**config.mk**
```make
export PLATFORM = sky130hd
export DESIGN_NAME = utf8_text_to_tile_writer
export DESIGN_NICKNAME = d
export VERILOG_FILES = /design/src/sv/utt_pkg.sv /design/src/sv/utt_cursor.sv /design/src/sv/utf8_text_to_tile_writer.sv
export SDC_FILE = /design/constraint.sdc
export NUM_CORES = 1
export LEC_CHECK = 0
export ABC_AREA = 0
export ABC_CLOCK_PERIOD_IN_PS = 5000
export BUFFER_PORTS_ARGS = -buffer_cell sky130_fd_sc_hd__clkbuf_2
export CAP_MARGIN = 40
export CELL_PAD_IN_SITES_DETAIL_PLACEMENT = 1
export CELL_PAD_IN_SITES_GLOBAL_PLACEMENT = 1
export CORE_ASPECT_RATIO = 1.4
export CORE_MARGIN = 3
export CORE_UTILIZATION = 35
export CTS_BUF_LIST = sky130_fd_sc_hd__clkbuf_4
export CTS_CLUSTER_DIAMETER = 60
export DETAILED_ROUTE_END_ITERATION = 12
export PLACE_DENSITY_LB_ADDON = 0.2
export SLEW_MARGIN = 20
export SYNTH_ARGS = -nofsm -noshare
export SYNTH_HDL_FRONTEND = slang
export SYNTH_SLANG_ARGS = --single-unit
```
**constraint.sdc**
```tcl
create_clock -name clk -period 5 [get_ports clk]
set_input_delay 0 -clock clk [delete_from_list [all_inputs] [get_ports clk]]
set_output_delay 0 -clock clk [all_outputs]
set_load 0.01 [all_outputs]
```
**src/sv/utt_pkg.sv**
```systemverilog
// Shared types, constants and the CP866 pair mapping for the text-to-tile writer
package utt_pkg;

	localparam int GRID_COLS_DEF = 40;
	localparam int GRID_ROWS_DEF = 30;

	localparam int CURSOR_W = 10;

	localparam logic [7:0] BYTE_NL    = 8'h0A;
	localparam logic [7:0] BYTE_LEAD  = 8'h80;
	localparam logic [7:0] LEAD_D0    = 8'hD0;
	localparam logic [7:0] LEAD_D1    = 8'hD1;
	localparam logic [7:0] CODE_UNMAP = 8'h3F;
	localparam logic [7:0] CODE_YO_UC = 8'hF0;
	localparam logic [7:0] CODE_YO_LC = 8'hF1;
	localparam logic [7:0] BASE_UC    = 8'h80;
	localparam logic [7:0] BASE_LC_A  = 8'hA0;
	localparam logic [7:0] BASE_LC_R  = 8'hE0;

	typedef struct packed {
		logic        [7:0] text_byte;
		logic              first;
		logic signed [7:0] start_col;
		logic signed [7:0] start_row;
		logic        [7:0] color;
	} item_t;

	typedef struct packed {
		logic       emit;
		logic [5:0] col;
		logic [4:0] row;
		logic [7:0] code;
		logic [7:0] color;
	} tile_t;

	function automatic logic [7:0] map_pair(input logic [7:0] c, input logic [7:0] c2);
		logic [7:0] code;
		code = CODE_UNMAP;
		if (c == LEAD_D0) begin
			if (c2 inside {[8'h90:8'hAF]})
				code = BASE_UC + (c2 - 8'h90);
			else if (c2 inside {[8'hB0:8'hBF]})
				code = BASE_LC_A + (c2 - 8'hB0);
			else if (c2 == 8'h81)
				code = CODE_YO_UC;
		end else if (c == LEAD_D1) begin
			if (c2 inside {[8'h80:8'h8F]})
				code = BASE_LC_R + (c2 - 8'h80);
			else if (c2 == 8'h91)
				code = CODE_YO_LC;
		end
		return code;
	endfunction

endpackage

```
**src/sv/utt_cursor.sv**
```systemverilog
// Cursor, origin, colour and lead-byte state with the per-byte tile decision
module utt_cursor #(
	parameter int GRID_COLS = utt_pkg::GRID_COLS_DEF,
	parameter int GRID_ROWS = utt_pkg::GRID_ROWS_DEF
) (
	input  logic          clk,
	input  logic          arst_n,
	input  logic          go,
	input  logic          utf8_mode,
	input  utt_pkg::item_t item,
	output utt_pkg::tile_t tile
);
	import utt_pkg::*;

	localparam logic signed [CURSOR_W-1:0] COLS_S = CURSOR_W'(GRID_COLS);
	localparam logic signed [CURSOR_W-1:0] ROWS_S = CURSOR_W'(GRID_ROWS);
	localparam logic signed [CURSOR_W-1:0] ONE_S  = CURSOR_W'(1);

	logic signed [CURSOR_W-1:0] col_q, row_q, org_q;
	logic        [7:0]          color_q, lead_q;
	logic                       pend_q;

	logic signed [CURSOR_W-1:0] e_col, e_row, e_org, col_inc;
	logic signed [CURSOR_W-1:0] n_col, n_row;
	logic        [7:0]          e_color, n_lead, code;
	logic                       e_pend, n_pend, on_grid, row_ok, put, advance;

	always_comb begin
		if (item.first) begin
			e_org   = {{(CURSOR_W-8){item.start_col[7]}}, item.start_col};
			e_col   = {{(CURSOR_W-8){item.start_col[7]}}, item.start_col};
			e_row   = {{(CURSOR_W-8){item.start_row[7]}}, item.start_row};
			e_color = item.color;
			e_pend  = 1'b0;
		end else begin
			e_org   = org_q;
			e_col   = col_q;
			e_row   = row_q;
			e_color = color_q;
			e_pend  = pend_q;
		end
		on_grid = (e_col >= 0) && (e_col < COLS_S) && (e_row >= 0) && (e_row < ROWS_S);
		row_ok  = e_row < ROWS_S;
		col_inc = e_col + ONE_S;

		n_col   = e_col;
		n_row   = e_row;
		n_pend  = e_pend;
		n_lead  = lead_q;
		code    = item.text_byte;
		put     = 1'b0;
		advance = 1'b0;

		if (!utf8_mode) begin
			n_pend = 1'b0;
			if (row_ok) begin
				if (item.text_byte == BYTE_NL) begin
					n_col = e_org;
					n_row = e_row + ONE_S;
				end else if (on_grid) begin
					put   = 1'b1;
					n_col = col_inc;
				end
			end
		end else if (row_ok) begin
			if (e_pend) begin
				code    = map_pair(lead_q, item.text_byte);
				n_pend  = 1'b0;
				advance = 1'b1;
			end else if (item.text_byte == BYTE_NL) begin
				n_col = e_org;
				n_row = e_row + ONE_S;
			end else if (item.text_byte >= BYTE_LEAD) begin
				n_lead = item.text_byte;
				n_pend = 1'b1;
			end else begin
				advance = 1'b1;
			end
			if (advance) begin
				put = on_grid;
				if (col_inc >= COLS_S) begin
					n_col = e_org;
					n_row = e_row + ONE_S;
				end else begin
					n_col = col_inc;
				end
			end
		end

		tile.emit  = go && put;
		tile.col   = e_col[5:0];
		tile.row   = e_row[4:0];
		tile.code  = code;
		tile.color = e_color;
	end

	always_ff @(posedge clk or negedge arst_n) begin
		if (!arst_n) begin
			col_q   <= '0;
			row_q   <= '0;
			org_q   <= '0;
			color_q <= '0;
			lead_q  <= '0;
			pend_q  <= 1'b0;
		end else if (go) begin
			col_q   <= n_col;
			row_q   <= n_row;
			org_q   <= e_org;
			color_q <= e_color;
			lead_q  <= n_lead;
			pend_q  <= n_pend;
		end
	end

endmodule

```
**src/sv/utf8_text_to_tile_writer.sv**
```systemverilog
// Top level of the text-to-tile writer: input stage, cursor logic, result register
//
//   channel | direction | handshake              | payload
//   text    | in        | text_valid/text_stall  | text_byte first start_col start_row color
//   tile    | out       | tile_valid/tile_stall  | tile_col tile_row tile_code tile_color
//   cfg     | in        | cfg_valid/cfg_ready    | utf8_mode
//
// One byte is taken every cycle while text_stall is low; its tile, if any, is registered after the input stage.
// The cursor update (one add and compare on a 10-bit cursor) sets the cycle.
// Reset selects UTF-8 mode and clears cursor, origin and colour, no lead byte held.
// A stalled tile holds the input stage, and text_stall rises only then.
module utf8_text_to_tile_writer #(
	parameter int GRID_COLS = utt_pkg::GRID_COLS_DEF,
	parameter int GRID_ROWS = utt_pkg::GRID_ROWS_DEF
) (
	input  logic              clk,
	input  logic              arst_n,
	input  logic              text_valid,
	output logic              text_stall,
	input  logic        [7:0] text_byte,
	input  logic              first,
	input  logic signed [7:0] start_col,
	input  logic signed [7:0] start_row,
	input  logic        [7:0] color,
	output logic              tile_valid,
	input  logic              tile_stall,
	output logic        [5:0] tile_col,
	output logic        [4:0] tile_row,
	output logic        [7:0] tile_code,
	output logic        [7:0] tile_color,
	input  logic              cfg_valid,
	output logic              cfg_ready,
	input  logic              utf8_mode
);
	import utt_pkg::*;

	item_t item_s1;
	logic  valid_s1;
	logic  mode_q;
	logic  tile_valid_q;
	tile_t tile_q;
	tile_t tile_d;
	logic  adv, text_take;

	assign adv       = valid_s1 && (!tile_valid_q || !tile_stall);
	assign text_stall = valid_s1 && !adv;
	assign text_take = text_valid && !text_stall;
	assign cfg_ready = 1'b1;

	always_ff @(posedge clk or negedge arst_n) begin
		if (!arst_n) begin
			mode_q <= 1'b1;
		end else if (cfg_valid && cfg_ready) begin
			mode_q <= utf8_mode;
		end
	end

	always_ff @(posedge clk or negedge arst_n) begin
		if (!arst_n) begin
			valid_s1 <= 1'b0;
		end else if (text_take) begin
			valid_s1 <= 1'b1;
		end else if (adv) begin
			valid_s1 <= 1'b0;
		end
	end

	always_ff @(posedge clk) begin
		if (text_take) begin
			item_s1 <= '{text_byte: text_byte, first: first, start_col: start_col,
				start_row: start_row, color: color};
		end
	end

	utt_cursor #(
		.GRID_COLS(GRID_COLS),
		.GRID_ROWS(GRID_ROWS)
	) u_cursor (
		.clk      (clk),
		.arst_n   (arst_n),
		.go       (adv),
		.utf8_mode(mode_q),
		.item     (item_s1),
		.tile     (tile_d)
	);

	always_ff @(posedge clk or negedge arst_n) begin
		if (!arst_n) begin
			tile_valid_q <= 1'b0;
		end else if (adv && tile_d.emit) begin
			tile_valid_q <= 1'b1;
		end else if (!tile_stall) begin
			tile_valid_q <= 1'b0;
		end
	end

	always_ff @(posedge clk) begin
		if (adv && tile_d.emit) begin
			tile_q <= tile_d;
		end
	end

	assign tile_valid = tile_valid_q;
	assign tile_col   = tile_q.col;
	assign tile_row   = tile_q.row;
	assign tile_code  = tile_q.code;
	assign tile_color = tile_q.color;

endmodule

```
==> out/qor.csv <==
stage,metric,value,unit
cells_and_area,fillers,2078,
pwr,p_leak,3.05,nW
routing,via_per_inst,5.87,
timing,fin_crit_sh,78.1,%
routing,drtIter0Drc,475,
routing,dr_total_vias,5819,
timing,hold_viol,0,
cts,ctsResizeCount,0,
floorplanning,design.core.area,18200,sq um
grt,grt_max_degree,51,
cells_and_area,drive_gt1_share,20.0,%
worst_setup_path,worstSetupStartpointType,flop,
worst_setup_path,required,5.43,ns
cts,clkSinkCount,110,
pwr,power_density,308,nW/um^2
synthesis,netlist_area,6610,sq um
cts,numCtsBuffers,9,
cts,root_buffer,clkbuf_4,
synthesis,postSynthAreaPerCell,10.2,sq um
cts,cts_buffer_depth,2,
worst_setup_path,slowest_delay,0.62,ns
worst_setup_path,arrival,4.33,ns
cells_and_area,seq_area,3050,sq um
floorplanning,ios,69,
worst_setup_path,crit_path_end_kind,flop,
cells_and_area,syn_to_final_growth,18.2,%
worst_setup_path,path_cells,"o21ai_1, ha_1, nand4_1, a22oi_1, mux2_2, and3_1, a21oi_2, a41oi_2, a221o_1",
synthesis,synth.yosys.warnings,0,
flow_run,drv_cap,0,
grt,grt.busiest_layer,met2,
synthesis,synthFlopType,edfxtp_1,
routing,route.detailed.drc,0,
timing,max_slew_margin,45.7,%
cts,clk_pin_slew_worst_paths,0.19,ns
timing,setup_violations,0,
timing,grt_setup_unrepaired,no,
routing,wl_per_cell,21.9,microns
grt,track_usage,21.5,%
timing,worst_slew_pin_slew,0.812,ns
routing,firstDrtPassIters,5,
pwr,p_total,2.41,mW
cells_and_area,nets,793,
synthesis,synth_fp_nets,697,
cts,cts_setup_buffers,0,
floorplanning,start_util,36.3,%
synthesis,synthCells,649,
synthesis,synth.ff_latch_count,110,
floorplanning,dieArea,20600,sq um
floorplanning,die_h,169,microns
grt,grt_util_met1,24.2,%
timing,report.final.slew_viol_count,0,
worst_setup_path,crit_type,reg -> reg,
pwr,ir_drop,0.169,mV
synthesis,synth_cell_types,83,
floorplanning,num_rows,58,
cells_and_area,multi_input_area,3300,sq um
grt,grtUsageMet3,2.61,%
timing,max_freq,0.256,GHz
cts,cts_tree,yes,
worst_setup_path,rr_worst_depth,9,
place,hpwlAfterDp,15300,microns
timing,fin_skew,0.0229,ns
place,port_buffers,67,
cts,insertion_delay,0.52,ns
routing,postRouteAntennaNets,0,
routing,wirelength,21700,microns
cells_and_area,layout_commonest_cell,clkbuf_2,
synthesis,synth_edf_count,60,
synthesis,ys_seq_area_share,46.2,%
floorplanning,die_x,122,microns
timing,period_minus_slack,3.90,ns
cts,hold_buffers,39,
grt,grt_pass1_wl,34000,microns
grt,antenna_found_initial,1,
timing,setup_tns,0,ns
grt,met2_usage,40.1,%
worst_setup_path,cpMaxStageDelayCell,o21ai_1,
cells_and_area,final_cell_mix,"clkbuf_2 (67), nand2_1 (60), edfxtp_1 (60)",
run_status,outcome,completed,
grt,grt_pass1_vias,6175,
worst_setup_path,crit_fanout,11,
synthesis,async_reset_ff_share,45.5,%
grt,grt_overflow,0,
place,place.gp.congestion,0.930,
cts,h-tree-depth,3,
worst_hold_path,hold_path.class,in -> async,
## per-stage QoR
step	setup WS, ns	util (%)	hold slack (ns)	area [sq um]	instances
global placement	1.39	39.4	0.177	7180	931
detailed placement	1.16	39.7	0.179	7230	934
CTS	1.12	42.8	0.130	7790	989
finish	1.10	42.9	0.150	7810	991
global route	0.733	42.9	0.150	7810	991
floorplan	0.987	-	-0.296	6610	649
## layout make-up
cell class | count | share of cell area [%]
diodes | 1 | 0.0320
clock buffers | 9 | 0.865
clock inverters | 7 | 1.30
inverters | 21 | 1.01
multi-input cells | 480 | 42.2
flip-flops and latches | 110 | 39.1
well taps | 240 | 3.84
repair buffers | 123 | 11.6
## critical path, delay by kind of cell (launching register included)
family / cells / cell delay (ns)
AO/OA/AOI/OAI: 5 / 1.97
flip-flops: 1 / 0.51
adder cells (fa/ha/maj): 1 / 0.51
multiplexers: 1 / 0.41
AND/OR/NAND/NOR: 2 / 0.40
## cell usage after synthesis (3+ instances only)
master,n,area (sq um)
buf_4,4,30.0
clkbuf_1,23,86.3
dfrtp_1,49,1230
nor2b_1,6,37.5
xor2_1,5,43.8
and2_1,5,31.3
nand4_1,7,43.8
a222oi_1,3,30.0
a2bb2oi_1,3,26.3
and3_1,5,31.3
buf_6,3,33.8
nand2_1,61,229
buf_2,7,35.0
a31oi_1,16,100
a22o_1,3,26.3
a221oi_1,4,35.0
a21boi_0,3,22.5
mux2_2,28,315
o2bb2ai_1,5,43.8
nor3_1,14,70.1
o221ai_1,3,26.3
xnor2_1,15,131
nand2b_1,9,56.3
mux2i_1,22,220
o211ai_1,8,60.1
o21ai_0,40,200
nand4b_1,5,43.8
nor3b_1,4,30.0
nand3_1,24,120
a21o_1,10,75.1
ha_1,9,113
nand3b_1,5,37.5
mux2_1,3,33.8
o31ai_1,4,30.0
o21a_1,3,22.5
inv_1,21,78.8
a22oi_1,7,52.6
edfxtp_1,60,1800
a21oi_1,42,210
o22ai_1,9,56.3
nor2_1,37,139
## metal layers
layer	up-vias	share of wire, %
li1	2657	-
met1	2951	39
met2	161	55
met3	50	3.1
met4	0	3.2
met5	-	0
## power breakdown
part	internal (mW)	switching, mW
combinational	0.283	0.400
sequential	1.08	0.125
clock	0.168	0.352
## registers in the layout, summed over array words and instances, names as in the netlist
| register | cells |
|---|---|
| u_cursor.color_q | 8 |
| tile_valid | 1 |
| mode_q | 1 |
| tile_code | 8 |
| item_s1 | 33 |
| u_cursor.org_q | 10 |
| tile_col | 6 |
| tile_row | 5 |
| tile_color | 8 |
| u_cursor.row_q | 10 |
| valid_s1 | 1 |
| u_cursor.lead_q | 8 |
| u_cursor.pend_q | 1 |
| u_cursor.col_q | 10 |
## final timing paths
kind | startpoint | endpoint | slack (ns)
max in group asynchronous | arst_n | u_cursor.row_q[8] | 4.32
min in group clk | text_byte[6] | item_s1[31] | 0.17
min | arst_n | u_cursor.org_q[2] | 0.15
min reg2reg | u_cursor.org_q[6] | u_cursor.org_q[6] | 0.50
max | item_s1[24] | u_cursor.row_q[3] | 1.10
max reg2reg | item_s1[24] | u_cursor.row_q[3] | 1.10
## cell families (layout without fill, tap and decap cells)
logic type	after synthesis	count (layout)	share of synthesized area (%)
AO/OA/AOI/OAI	196	196	20.5
buffers and inverters	59	160	4.05
AND/OR/NAND/NOR	198	198	15.5
multiplexers	56	56	9.28
XOR/XNOR	20	20	2.65
other	1	2	0.0568
flip-flops	110	110	46.2
adder cells (fa/ha/maj)	9	9	1.70
(Power assumes the default switching activity.)
